[config.mk]
export PLATFORM = sky130hd
export DESIGN_NAME = lfu_cache_with_lru_tiebreak_flat
export DESIGN_NICKNAME = d
export VERILOG_FILES = /design/src/hdl/lfu_pkg.sv /design/src/hdl/lfu_if.sv /design/src/hdl/lfu_ram.sv /design/src/hdl/lfu_scan.sv /design/src/hdl/lfu_cache_with_lru_tiebreak.sv /design/src/flat_wrapper.sv
export SDC_FILE = /design/constraint.sdc
export NUM_CORES = 2
export LEC_CHECK = 0
export BUFFER_PORTS_ARGS = -buffer_cell sky130_fd_sc_hd__buf_2
export CELL_PAD_IN_SITES_DETAIL_PLACEMENT = 0
export CELL_PAD_IN_SITES_GLOBAL_PLACEMENT = 1
export CORE_MARGIN = 8
export CORE_UTILIZATION = 55
export CTS_CLUSTER_DIAMETER = 120
export DETAILED_ROUTE_END_ITERATION = 8
export GPL_TIMING_DRIVEN = 0
export HOLD_SLACK_MARGIN = 0.15
export PLACE_DENSITY_LB_ADDON = 0.1
export SLEW_MARGIN = 10
export SYNTH_ARGS = -nofsm -noshare
export SYNTH_HDL_FRONTEND = slang
export SYNTH_SLANG_ARGS = --single-unit
[constraint.sdc]
create_clock -name clk -period 16.7 [get_ports clk]
set_input_delay 1.67 -clock clk [delete_from_list [all_inputs] [get_ports clk]]
set_output_delay 1.67 -clock clk [all_outputs]
set_load 0.02 [all_outputs]
[src/hdl/lfu_pkg.sv]
package lfu_pkg;

  // Geometry of the entry store.
  localparam int CAPACITY   = 16;
  localparam int COUNT_BITS = 16;
  localparam int IDX_W      = (CAPACITY > 1) ? $clog2(CAPACITY) : 1;
  localparam int OCC_W      = $clog2(CAPACITY + 1);

  // Fixed field widths.
  localparam int KEY_W   = 32;
  localparam int DATA_W  = 32;
  localparam int TOUCH_W = 48;
  localparam int CFG_W   = 5;

  localparam logic [CFG_W-1:0]  CAP_RESET  = 5'd16;
  localparam logic [DATA_W-1:0] MISS_VALUE = 32'hFFFF_FFFF;

  // Command codes.
  localparam logic CMD_GET = 1'b0;
  localparam logic CMD_PUT = 1'b1;

  // One entry as held in the memory.
  typedef struct packed {
    logic [KEY_W-1:0]      key;
    logic [DATA_W-1:0]     data;
    logic [COUNT_BITS-1:0] count;
    logic [TOUCH_W-1:0]    touch;
  } entry_t;

  // Outcome of one pass over the store.
  typedef struct packed {
    logic                  hit;
    logic [IDX_W-1:0]      hit_idx;
    logic [DATA_W-1:0]     hit_data;
    logic [COUNT_BITS-1:0] hit_count;
    logic [IDX_W-1:0]      vic_idx;
    logic [IDX_W-1:0]      free_idx;
  } scan_res_t;

  typedef enum logic [1:0] {
    ST_IDLE,
    ST_SCAN,
    ST_DRAIN,
    ST_FINISH
  } lfu_state_t;

endpackage

[src/hdl/lfu_if.sv]
// Request channel: command, key and value.
interface lfu_req_if;
  logic               valid;
  logic               ready;
  logic               command;
  logic signed [31:0] key;
  logic signed [31:0] value;

  modport source (output valid, output command, output key, output value, input ready);
  modport sink   (input valid, input command, input key, input value, output ready);
endinterface

// Response channel: hit flag and value read.
interface lfu_rsp_if;
  logic               valid;
  logic               ready;
  logic               found;
  logic signed [31:0] read_value;

  modport source (output valid, output found, output read_value, input ready);
  modport sink   (input valid, input found, input read_value, output ready);
endinterface

[src/hdl/lfu_ram.sv]
module lfu_ram #(
  parameter int WIDTH = 8,
  parameter int DEPTH = 16
) (
  input  logic                                         clk,
  input  logic                                         we,
  input  logic [((DEPTH > 1) ? $clog2(DEPTH) : 1)-1:0] waddr,
  input  logic [WIDTH-1:0]                             wdata,
  input  logic                                         re,
  input  logic [((DEPTH > 1) ? $clog2(DEPTH) : 1)-1:0] raddr,
  output logic [WIDTH-1:0]                             rdata
);

  logic [WIDTH-1:0] mem [DEPTH];

  // One write port and one registered read port.
  always_ff @(posedge clk) begin
    if (we) begin
      mem[waddr] <= wdata;
    end
    if (re) begin
      rdata <= mem[raddr];
    end
  end

endmodule

[src/hdl/lfu_scan.sv]
module lfu_scan (
  input  logic                     clk,
  input  logic                     clear,
  input  logic                     sample,
  input  logic [lfu_pkg::IDX_W-1:0] idx,
  input  lfu_pkg::entry_t          ent,
  input  logic                     ent_valid,
  input  logic [lfu_pkg::KEY_W-1:0] key,
  output lfu_pkg::scan_res_t       res
);
  import lfu_pkg::*;

  logic                  hit_r, hit_nxt;
  logic [IDX_W-1:0]      hit_idx_r, hit_idx_nxt;
  logic [DATA_W-1:0]     hit_data_r, hit_data_nxt;
  logic [COUNT_BITS-1:0] hit_count_r, hit_count_nxt;
  logic                  vic_found_r, vic_found_nxt;
  logic [IDX_W-1:0]      vic_idx_r, vic_idx_nxt;
  logic [COUNT_BITS-1:0] vic_count_r, vic_count_nxt;
  logic [TOUCH_W-1:0]    vic_touch_r, vic_touch_nxt;
  logic                  free_found_r, free_found_nxt;
  logic [IDX_W-1:0]      free_idx_r, free_idx_nxt;
  logic                  better;

  // The first matching key wins; the victim is the lowest count, then the oldest
  // stamp, with the lowest slot kept on a full tie; the first empty slot is kept.
  always_comb begin
    hit_nxt        = hit_r;
    hit_idx_nxt    = hit_idx_r;
    hit_data_nxt   = hit_data_r;
    hit_count_nxt  = hit_count_r;
    vic_found_nxt  = vic_found_r;
    vic_idx_nxt    = vic_idx_r;
    vic_count_nxt  = vic_count_r;
    vic_touch_nxt  = vic_touch_r;
    free_found_nxt = free_found_r;
    free_idx_nxt   = free_idx_r;
    better = !vic_found_r || (ent.count < vic_count_r) ||
             ((ent.count == vic_count_r) && (ent.touch < vic_touch_r));
    if (clear) begin
      hit_nxt        = 1'b0;
      vic_found_nxt  = 1'b0;
      free_found_nxt = 1'b0;
    end else if (sample) begin
      if (ent_valid) begin
        if (!hit_r && (ent.key == key)) begin
          hit_nxt       = 1'b1;
          hit_idx_nxt   = idx;
          hit_data_nxt  = ent.data;
          hit_count_nxt = ent.count;
        end
        if (better) begin
          vic_found_nxt = 1'b1;
          vic_idx_nxt   = idx;
          vic_count_nxt = ent.count;
          vic_touch_nxt = ent.touch;
        end
      end else if (!free_found_r) begin
        free_found_nxt = 1'b1;
        free_idx_nxt   = idx;
      end
    end
  end

  always_ff @(posedge clk) begin
    hit_r        <= hit_nxt;
    hit_idx_r    <= hit_idx_nxt;
    hit_data_r   <= hit_data_nxt;
    hit_count_r  <= hit_count_nxt;
    vic_found_r  <= vic_found_nxt;
    vic_idx_r    <= vic_idx_nxt;
    vic_count_r  <= vic_count_nxt;
    vic_touch_r  <= vic_touch_nxt;
    free_found_r <= free_found_nxt;
    free_idx_r   <= free_idx_nxt;
  end

  assign res = '{hit:       hit_r,
                 hit_idx:   hit_idx_r,
                 hit_data:  hit_data_r,
                 hit_count: hit_count_r,
                 vic_idx:   vic_idx_r,
                 free_idx:  free_idx_r};

endmodule

[src/hdl/lfu_cache_with_lru_tiebreak.sv]
// A get's result is registered in ST_FINISH, after ST_SCAN reads every entry once
// through the single read port of the memory and ST_DRAIN follows. A new beat is taken
// only in ST_IDLE, so each beat is finished before the next is taken in.
// A put gives no result. The output register lets the next beat in while a result waits.
// Reset (synchronous, active low) clears valid bits, occupancy, touch clock and
// sets the capacity limit to 16; entry contents are left as they are.
module lfu_cache_with_lru_tiebreak (
  input  logic                      clk,
  input  logic                      rst_n,
  lfu_req_if.sink                   in_ch,
  lfu_rsp_if.source                 out_ch,
  input  logic                      cfg_we,
  input  logic [lfu_pkg::CFG_W-1:0] cfg_wdata
);
  import lfu_pkg::*;

  lfu_state_t state_r, state_nxt;

  logic [CFG_W-1:0]    cap_r;
  logic [CAPACITY-1:0] valid_r;
  logic [OCC_W-1:0]    occ_r;
  logic [TOUCH_W-1:0]  clock_r;

  logic              cmd_r;
  logic [KEY_W-1:0]  key_r;
  logic [DATA_W-1:0] val_r;

  logic [IDX_W-1:0] rd_addr_r;
  logic             rd_vld_r;
  logic [IDX_W-1:0] rd_idx_r;

  logic              out_valid_r;
  logic              out_found_r;
  logic [DATA_W-1:0] out_data_r;

  logic       accept, rd_last, ram_re, finish_go;
  entry_t     rd_ent;
  scan_res_t  scan;

  logic                  wr_en, set_valid, occ_inc, evict, is_get;
  logic [IDX_W-1:0]      wr_slot;
  entry_t                wr_ent;
  logic [COUNT_BITS-1:0] inc_count;

  assign accept  = in_ch.valid && in_ch.ready;
  assign rd_last = (rd_addr_r == IDX_W'(CAPACITY - 1));
  assign is_get  = (cmd_r == CMD_GET);

  // Entry store.
  lfu_ram #(
    .WIDTH($bits(entry_t)),
    .DEPTH(CAPACITY)
  ) u_ram (
    .clk  (clk),
    .we   (wr_en && finish_go),
    .waddr(wr_slot),
    .wdata(wr_ent),
    .re   (ram_re),
    .raddr(rd_addr_r),
    .rdata(rd_ent)
  );

  // Tracks hit, victim and free slot as entries stream out of the memory.
  lfu_scan u_scan (
    .clk      (clk),
    .clear    (accept),
    .sample   (rd_vld_r),
    .idx      (rd_idx_r),
    .ent      (rd_ent),
    .ent_valid(valid_r[rd_idx_r]),
    .key      (key_r),
    .res      (scan)
  );

  // Next state.
  always_comb begin
    state_nxt = state_r;
    case (state_r)
      ST_IDLE:   if (accept) state_nxt = ST_SCAN;
      ST_SCAN:   if (rd_last) state_nxt = ST_DRAIN;
      ST_DRAIN:  state_nxt = ST_FINISH;
      ST_FINISH: if (finish_go) state_nxt = ST_IDLE;
      default:   state_nxt = ST_IDLE;
    endcase
  end

  // State outputs.
  always_comb begin
    in_ch.ready = 1'b0;
    ram_re      = 1'b0;
    finish_go   = 1'b0;
    case (state_r)
      ST_IDLE:   in_ch.ready = 1'b1;
      ST_SCAN:   ram_re = 1'b1;
      ST_DRAIN:  ;
      ST_FINISH: finish_go = !is_get || !out_valid_r || out_ch.ready;
      default:   ;
    endcase
  end

  // Write-back decision from the scan results.
  assign inc_count = (scan.hit_count == '1) ? scan.hit_count
                                            : scan.hit_count + COUNT_BITS'(1);
  assign evict = (32'(occ_r) >= 32'(cap_r)) || (32'(occ_r) >= CAPACITY);

  always_comb begin
    wr_en     = 1'b0;
    set_valid = 1'b0;
    occ_inc   = 1'b0;
    wr_slot   = scan.hit_idx;
    wr_ent    = '{key: key_r, data: scan.hit_data, count: inc_count, touch: clock_r};
    if (is_get) begin
      wr_en = scan.hit;
    end else if (cap_r != '0) begin
      wr_en = 1'b1;
      if (scan.hit) begin
        wr_ent.data = val_r;
      end else begin
        wr_slot   = evict ? scan.vic_idx : scan.free_idx;
        wr_ent    = '{key: key_r, data: val_r, count: COUNT_BITS'(1), touch: clock_r};
        set_valid = 1'b1;
        occ_inc   = !evict;
      end
    end
  end

  // Control registers.
  always_ff @(posedge clk) begin
    if (!rst_n) begin
      state_r     <= ST_IDLE;
      cap_r       <= CAP_RESET;
      valid_r     <= '0;
      occ_r       <= '0;
      clock_r     <= '0;
      rd_vld_r    <= 1'b0;
      out_valid_r <= 1'b0;
    end else begin
      state_r  <= state_nxt;
      rd_vld_r <= ram_re;
      if (cfg_we) begin
        cap_r <= cfg_wdata;
      end
      if (finish_go && wr_en) begin
        clock_r <= clock_r + TOUCH_W'(1);
      end
      if (finish_go && set_valid) begin
        valid_r[wr_slot] <= 1'b1;
      end
      if (finish_go && occ_inc) begin
        occ_r <= occ_r + OCC_W'(1);
      end
      if (finish_go && is_get) begin
        out_valid_r <= 1'b1;
      end else if (out_ch.ready) begin
        out_valid_r <= 1'b0;
      end
    end
  end

  // Item and datapath registers.
  always_ff @(posedge clk) begin
    if (accept) begin
      cmd_r <= in_ch.command;
      key_r <= in_ch.key;
      val_r <= in_ch.value;
    end
    if (accept) begin
      rd_addr_r <= '0;
    end else if (ram_re && !rd_last) begin
      rd_addr_r <= rd_addr_r + IDX_W'(1);
    end
    rd_idx_r <= rd_addr_r;
    if (finish_go && is_get) begin
      out_found_r <= scan.hit;
      out_data_r  <= scan.hit ? scan.hit_data : MISS_VALUE;
    end
  end

  assign out_ch.valid      = out_valid_r;
  assign out_ch.found      = out_found_r;
  assign out_ch.read_value = out_data_r;

  // The fill count must always agree with the valid bits.
  a_occ_match: assert property (@(posedge clk) disable iff (!rst_n)
    $countones(valid_r) == 32'(occ_r))
    else $error("occupancy disagrees with valid bits");

  a_occ_bound: assert property (@(posedge clk) disable iff (!rst_n)
    32'(occ_r) <= CAPACITY)
    else $error("occupancy above capacity");

  // A result only appears after a finished get.
  a_rsp_src: assert property (@(posedge clk) disable iff (!rst_n)
    $rose(out_valid_r) |-> ($past(state_r) == ST_FINISH) && ($past(cmd_r) == CMD_GET))
    else $error("result raised outside a finished get");

  // The memory is never written while a scan reads it.
  a_no_wr_scan: assert property (@(posedge clk) disable iff (!rst_n)
    ram_re |-> !(wr_en && finish_go))
    else $error("write during scan");

endmodule
[src/flat_wrapper.sv]
// flat-port wrapper written by rule: the top's interface ports become plain ports
module lfu_cache_with_lru_tiebreak_flat import lfu_pkg::*;
  (clk, rst_n, cfg_we, cfg_wdata, in_ch_valid, in_ch_command, in_ch_key, in_ch_value, in_ch_ready, out_ch_valid, out_ch_found, out_ch_read_value, out_ch_ready);
  lfu_req_if in_ch_i ();
  lfu_rsp_if out_ch_i ();
  input  logic clk;
  input  logic rst_n;
  input  logic cfg_we;
  input  logic [lfu_pkg::CFG_W-1:0] cfg_wdata;
  input wire logic [$bits(in_ch_i.valid)-1:0] in_ch_valid;
  input wire logic [$bits(in_ch_i.command)-1:0] in_ch_command;
  input wire logic [$bits(in_ch_i.key)-1:0] in_ch_key;
  input wire logic [$bits(in_ch_i.value)-1:0] in_ch_value;
  output wire logic [$bits(in_ch_i.ready)-1:0] in_ch_ready;
  output wire logic [$bits(out_ch_i.valid)-1:0] out_ch_valid;
  output wire logic [$bits(out_ch_i.found)-1:0] out_ch_found;
  output wire logic [$bits(out_ch_i.read_value)-1:0] out_ch_read_value;
  input wire logic [$bits(out_ch_i.ready)-1:0] out_ch_ready;
  assign in_ch_i.valid = in_ch_valid;
  assign in_ch_i.command = in_ch_command;
  assign in_ch_i.key = in_ch_key;
  assign in_ch_i.value = in_ch_value;
  assign in_ch_ready = in_ch_i.ready;
  assign out_ch_valid = out_ch_i.valid;
  assign out_ch_found = out_ch_i.found;
  assign out_ch_read_value = out_ch_i.read_value;
  assign out_ch_i.ready = out_ch_ready;
  lfu_cache_with_lru_tiebreak u_core (.clk(clk), .rst_n(rst_n), .in_ch(in_ch_i), .out_ch(out_ch_i), .cfg_we(cfg_we), .cfg_wdata(cfg_wdata));
endmodule
After elaboration in Yosys (flattened, before gate mapping)
Memories as Yosys holds them, arrays and structs flattened. A register that Yosys moved wholly into a read port is not among the register bits.
Cells that the tools add are included.
{"block": "op_classes", "div": 0, "n_mux": 31, "order_cmp": 7, "addsub": 4, "n_shift": 0, "n_bitwise": 5, "eq_ne": 10, "mul": 0, "n_reduce_logical": 29}
{"op": "$mux 96", "count": 2}
{"op": "$mux 64", "count": 1}
{"op": "$add 48x1->48 const B", "count": 1}
{"op": "$lt 48x48->1", "count": 1}
{"op": "$eq 32x32->1", "count": 1}
{"op": "$mux 1", "count": 17}
{"op": "$add 16x1->16 const B", "count": 1}
{"op": "$eq 16x16->1", "count": 1}
{"op": "$eq 16x16->1 const B", "count": 1}
{"op": "$lt 16x16->1", "count": 1}
{"op": "$mux 16", "count": 1}
{"op": "$mux 4", "count": 4}
{"op": "$or 16x16->16", "count": 1}
{"op": "$reduce_and 4->1", "count": 3}
{"op": "$lt 4x5->1 const B", "count": 2}
{"op": "$logic_and 1x1->1", "count": 9}
{"op": "$reduce_and 3->1", "count": 3}
{"op": "$pmux 2 s4", "count": 1}
{"op": "$mux 2", "count": 3}
{"op": "$ne 2x1->1 const B", "count": 3}
{"op": "$add 5x1->5 const B", "count": 1}
{"op": "$ge 5x5->1", "count": 1}
{"op": "$ge 5x5->1 const B", "count": 1}
{"op": "$logic_not 1->1", "count": 5}
{"op": "other kinds (13)", "count": 21}
{"block": "word_totals", "ramBits": 2048, "ff_bits": 311, "in_bits": 75, "memories": 1, "out_inout_bits": 35, "rom_bits": 0, "latchBits": 0}
{"memory": "u_core.u_ram.mem", "words": 16, "word_bits": 128, "read_ports": 1, "rd_clocked_by_memory_dff": 1, "wr": 1, "line": "lfu_ram.sv:14", "source": "logic [WIDTH-1:0] mem [DEPTH];"}

Logic depth before layout (Yosys ltp)
{"block": "depth", "ltp_word": 11, "mapped_depth": 9, "ltp_nobuf": 8}

By module
From an unflattened synthesis, not the netlist that was laid out.
{"block": "hier_totals", "cells_unflattened": 4521, "area_unflattened_um2": 94518.2}
{"mod": "lfu_ram", "area_each_um2": 80743.7, "seq_area_each_um2": 65342.7, "n_inst": 1, "cells_per_inst": 3354}
{"mod": "lfu_cache_with_lru_tiebreak", "area_each_um2": 7960.1, "seq_area_each_um2": 4664.5, "n_inst": 1, "cells_per_inst": 759}
{"mod": "lfu_scan", "area_each_um2": 5814.3, "seq_area_each_um2": 3783.6, "n_inst": 1, "cells_per_inst": 408}

Worst setup path after synthesis
Ideal clock, no wire load.
{"block": "synth_timing", "path_type": "input-to-reg", "start": "input out_ch_ready", "end": "memory u_core.u_ram.mem[0][0] (netlist name) (enable)", "t_required_ps": 15929, "n_path_buf": 0, "setup_slack_ps": 4846, "arrival_time_ps": 11083, "setup_time_ps": 771, "cell_stages": 5, "path_cell_list": "nor2b_1 nand3b_1 nand2_1 nand3_1 nor3_1"}
{"block": "synth_via", "elab_chain_len": 5}
{"element": "start: declaration", "line": "flat_wrapper.sv:18", "source": "input wire logic [$bits(out_ch_i.ready)-1:0] out_ch_ready;"}
{"element": "$logic_or 1x1->1", "line": "lfu_cache_with_lru_tiebreak.sv:96", "source": "ST_FINISH: finish_go = !is_get || !out_valid_r || out_ch.ready;"}
{"element": "$mux 1", "line": "lfu_cache_with_lru_tiebreak.sv:92", "source": "case (state_r)"}
{"element": "$logic_and 1x1->1", "line": "lfu_cache_with_lru_tiebreak.sv:55", "source": ".we (wr_en && finish_go),"}
{"element": "$mux 1", "line": "lfu_ram.sv:18", "source": "if (we) begin"}
{"element": "$mux 1 (not written as such)", "line": "lfu_ram.sv:19", "source": "mem[waddr] <= wdata;"}
{"element": "end: declaration", "line": "lfu_ram.sv:14"}
No other way between the ends.

Worst setup path in the final report
{"block": "layout_timing", "start": "register u_core.cap_r[0]", "end": "memory u_core.u_ram.mem[13][22] (netlist name) (enable)"}
{"block": "layout_via", "elab_chain_len": 6}
{"element": "start: declaration", "line": "lfu_cache_with_lru_tiebreak.sv:19", "source": "logic [CFG_W-1:0] cap_r;"}
{"element": "start signal: assignment", "line": "lfu_cache_with_lru_tiebreak.sv:141", "source": "cap_r <= cfg_wdata;"}
{"element": "$ge 5x5->1 or $reduce_bool 5->1 (tied branches)", "line": "lfu_cache_with_lru_tiebreak.sv:104, lfu_cache_with_lru_tiebreak.sv:114"}
{"element": "$logic_or 1x1->1 or $mux 1 (tied branches)", "line": "lfu_cache_with_lru_tiebreak.sv:104, lfu_cache_with_lru_tiebreak.sv:114"}
{"element": "$mux 4 or $mux 1 (tied branches)", "line": "lfu_cache_with_lru_tiebreak.sv:119, lfu_cache_with_lru_tiebreak.sv:112"}
{"element": "$mux 4 or $logic_and 1x1->1 (tied branches)", "line": "lfu_cache_with_lru_tiebreak.sv:116, lfu_cache_with_lru_tiebreak.sv:55"}
{"element": "$mux 4 or $mux 1 (tied branches)", "line": "lfu_cache_with_lru_tiebreak.sv:114, lfu_ram.sv:18"}
{"element": "$mux 4 or $mux 1 (tied branches)", "line": "lfu_cache_with_lru_tiebreak.sv:112, lfu_ram.sv:19"}
Parallel ways exist; a longest one is shown, timed or not.

==> results.toml <==
[place]
gp_congestion = 0.759
port_buffers = 107
dpl.cell_count = 6776
placedInstanceArea_sq_um = 101000
place.detailed.hpwl_um = 154000

[logic_synthesis]
post_synth.cell_area_avg_sq_um = 23.2
combinational_family_with_the_most_area_after_synthesis = "multiplexers"
postSynth.asyncResetShare = 0
synth.distinct_cells = 62
synth_fa_ha_area_frac = 0.0101
synth_largest_type_area_fraction = 0.765
synthSimpleGateAreaFrac = 0.0187
synth_compound_area_frac = 0.0100
synth_ff_type = "sky130_fd_sc_hd__edfxtp_1"
synth.cell_area_sq_um = 94200
synth.top_cells.by_count = "2398 x sky130_fd_sc_hd__edfxtp_1, 644 x sky130_fd_sc_hd__mux4_2, 97 x sky130_fd_sc_hd__clkbuf_1"
synth.largest_area_cell = "sky130_fd_sc_hd__edfxtp_1"
post_synth_xor_area_fraction = 0.00763
yosys_warnings = 0
synthesized_instance_count = 4062
synth-edff-count = 2398
muxShareOfSynthArea = 0.159
yosysMostFrequentCell = "sky130_fd_sc_hd__edfxtp_1"
synth_top_cells_by_area = "sky130_fd_sc_hd__edfxtp_1 76%, sky130_fd_sc_hd__mux4_2 15%, sky130_fd_sc_hd__dfxtp_1 1.9%, sky130_fd_sc_hd__ha_1 1.0%, sky130_fd_sc_hd__xor2_1 0.63%"
synth_sequential_area_ratio = 0.784
yosys_register_bits = 2487
syn-num-nets = 4213

[hold_path]
min_from = "u_core.rd_addr_r[2]"
timing.hold.worst.class = "flop to flop"
hold_path_end = "u_core.rd_idx_r[2]"
whs_path_depth = 0

[drt]
post_drt_via_cell_ratio = 6.25
drtIter0Drc = 5043
antenna_left = 0
drt-wirelength-per-cell_um = 32.1
drt_drc_violations_left = 0
drt-total-wl_um = 233000
firstDrtPassIters = 6
vias = 45200

[grt]
antenna_found_initial = 6
track_usage = 0.250
number_of_global_route_vias_before_repair = 45700
grt_start_max_net_pins = 39
grt_overflow_total = 0
wire_length_of_the_first_global_routing_pass_um = 333000

[status]
run_status = "complete, no violations"

[worst_setup_path]
crit_path_end_kind = "flop"
arrival_worst_endpoint_ps = 5630
reg2reg_slack_ps = 11670
criticalPathCategory = "flop to flop"
worstPathMaxFanout = 10
r2r_cells = 13
worst_setup_path_start_kind = "flop"
r2r-start = "u_core.cap_r[0]"
worstPathRequired_ps = 17300
capture_point_of_the_worst_reg_to_reg_path = "u_core.u_ram.mem[13][22]"

[timing]
final.period_utilization = 0.301
finalMaxSlewViolations = 0
worst-slew-pin-transition_ps = 1280
achievable-frequency_mhz = 199
rsz_0062_raised_after_global_routing = "false"
final-hold-violation-count = 0
setup_violations = 0
fin_worst_skew_ps = 36.8
max-slew-margin-rel = 0.148
timing.setup.tns_ps = 0
min_period_ps = 5030

[die]
die_w_um = 430
chipHeight_um = 430
io_pins = 110
floorplan.rows = 152
core_region_area_sq_um = 171000
initial_core_util = 0.551
fp.dieArea_sq_um = 185000

[cts]
clk_pin_slew_worst_paths_ps = 60
post_cts_resize_count = 0
clkLatencyLatePin_ps = 910
clock_sink_count = 2487
tritoncts = "yes"
cts_made_buffers = 274
max_buffers_root_to_sink = 4
postCtsSetupRepairBufs = 0
clock-root-buffer = "sky130_fd_sc_hd__clkbuf_16"
postCtsHoldBufs = 0
htree_levels = 5

[finish]
instances_no_fill = 7238
areaGrowthSynthToFinish_pct = 16.2
finish.instance_area_sq_um = 109000
final_net_count = 4971
drive_above_1_share = 0.322
finish.utilization = 0.641

[power]
p_leak_nw = 35.7
power_per_cell_area_nw_per_um2 = 137
report.power.total_mw = 15.0
max_ir_drop_vdd_uv = 133

[flow_run]
cap_viol_max_count = 0
## how the worst max path moves through the flow
stage                               end                 from  cells past startpoint  slack, ps
6_report       u_core.u_ram.mem[13][22]      u_core.cap_r[0]                     13      11670
5_1_grt        u_core.u_ram.mem[13][22]      u_core.cap_r[0]                     13      11510
4_1_cts        u_core.u_ram.mem[13][22]      u_core.cap_r[0]                     13      11710
3_5_place_dp   u_core.u_ram.mem[13][22]      u_core.cap_r[0]                     13      11710
3_3_place_gp    u_core.u_ram.mem[6][22]  u_core.u_scan.hit_r                      6      -9840
2_1_floorplan    u_core.u_ram.mem[0][0]         out_ch_ready                      5       4850
## sequential cells by signal, summed over array words and instances (netlist names), 4 cells and up
register                   flops
u_core.u_ram.mem            2048
u_core.u_ram.rdata           128
u_core.clock_r                48
u_core.u_scan.vic_touch_r     48
u_core.key_r                  32
u_core.out_ch.read_value      32
u_core.u_scan.hit_data_r      32
u_core.val_r                  32
u_core.u_scan.hit_count_r     16
u_core.u_scan.vic_count_r     16
u_core.valid_r                16
u_core.cap_r                   5
u_core.occ_r                   5
u_core.rd_addr_r               4
u_core.rd_idx_r                4
u_core.u_scan.free_idx_r       4
u_core.u_scan.hit_idx_r        4
u_core.u_scan.vic_idx_r        4
## logic make-up after synthesis
| group | count (synthesis) |
|---|---|
| fa+ha+maj | 76 |
| mux | 689 |
| compound gates | 142 |
| simple gates | 335 |
| xor+xnor | 82 |
| flops | 2487 |
| buf+inv | 251 |
## stage by stage
stage	hold slack (ps)	setup WS [ps]
2_1_floorplan	329	4850
3_3_place_gp	339	-9840
3_5_place_dp	341	11710
4_1_cts	352	11710
5_1_grt	357	11510
6_report	351	11670
## power breakdown
group | switching [mW] | total [mW] | internal [mW]
Combinational | 1.24 | 2.09 | 0.847
Sequential | 0.145 | 7.33 | 7.18
Clock | 2.31 | 5.62 | 3.32
## worst max-delay path, cell delays in order, from the launching register on
cell                       delay (ps)
sky130_fd_sc_hd__dfxtp_1          330
sky130_fd_sc_hd__or4_4            580
sky130_fd_sc_hd__o21ai_2          710
sky130_fd_sc_hd__nor2_1           320
sky130_fd_sc_hd__clkbuf_1         390
sky130_fd_sc_hd__nor3b_1          310
sky130_fd_sc_hd__a31oi_1          160
sky130_fd_sc_hd__nor3_2           510
sky130_fd_sc_hd__buf_4            310
sky130_fd_sc_hd__buf_4            250
sky130_fd_sc_hd__buf_4            250
sky130_fd_sc_hd__buf_6            200
sky130_fd_sc_hd__buf_4            220
sky130_fd_sc_hd__buf_6            160
## metal layers
layer  track usage  vias up  part of all wire
met4        0.0650        0             0.025
met3        0.0409      346             0.069
met1         0.365    24300              0.42
li1              -    18700                 -
met2         0.402     1837              0.49
met5             0        -                 0
## area by class of cell
class / count / area, sq um
Inverter: 80 / 303
Clock buffer: 355 / 7430
Buffer: 171 / 741
Sequential cell: 2487 / 73800
Clock inverter: 104 / 792
Antenna cell: 2 / 5.00
Timing Repair Buffer: 482 / 4130
Fill cell: 11300 / 61300
Multi-Input combinational cell: 1324 / 19500
Tap cell: 2233 / 2790
## layout by cell type (no fill, tap or decap), drive strengths merged, types with 13 or more instances in the layout
| master | count |
|---|---|
| mux2 | 33 |
| inv | 82 |
| nand4 | 36 |
| edfxtp | 2398 |
| o21ai | 24 |
| nand2 | 52 |
| buf | 554 |
| bufinv | 13 |
| clkbuf | 454 |
| and3 | 15 |
| nor3 | 30 |
| nor2 | 77 |
| xnor2 | 14 |
| xor2 | 68 |
| a21oi | 48 |
| dfxtp | 89 |
| ha | 76 |
| nand2b | 33 |
| nand3 | 42 |
| clkinv | 88 |
| mux4 | 644 |
Power figures use the tool's default switching activity.
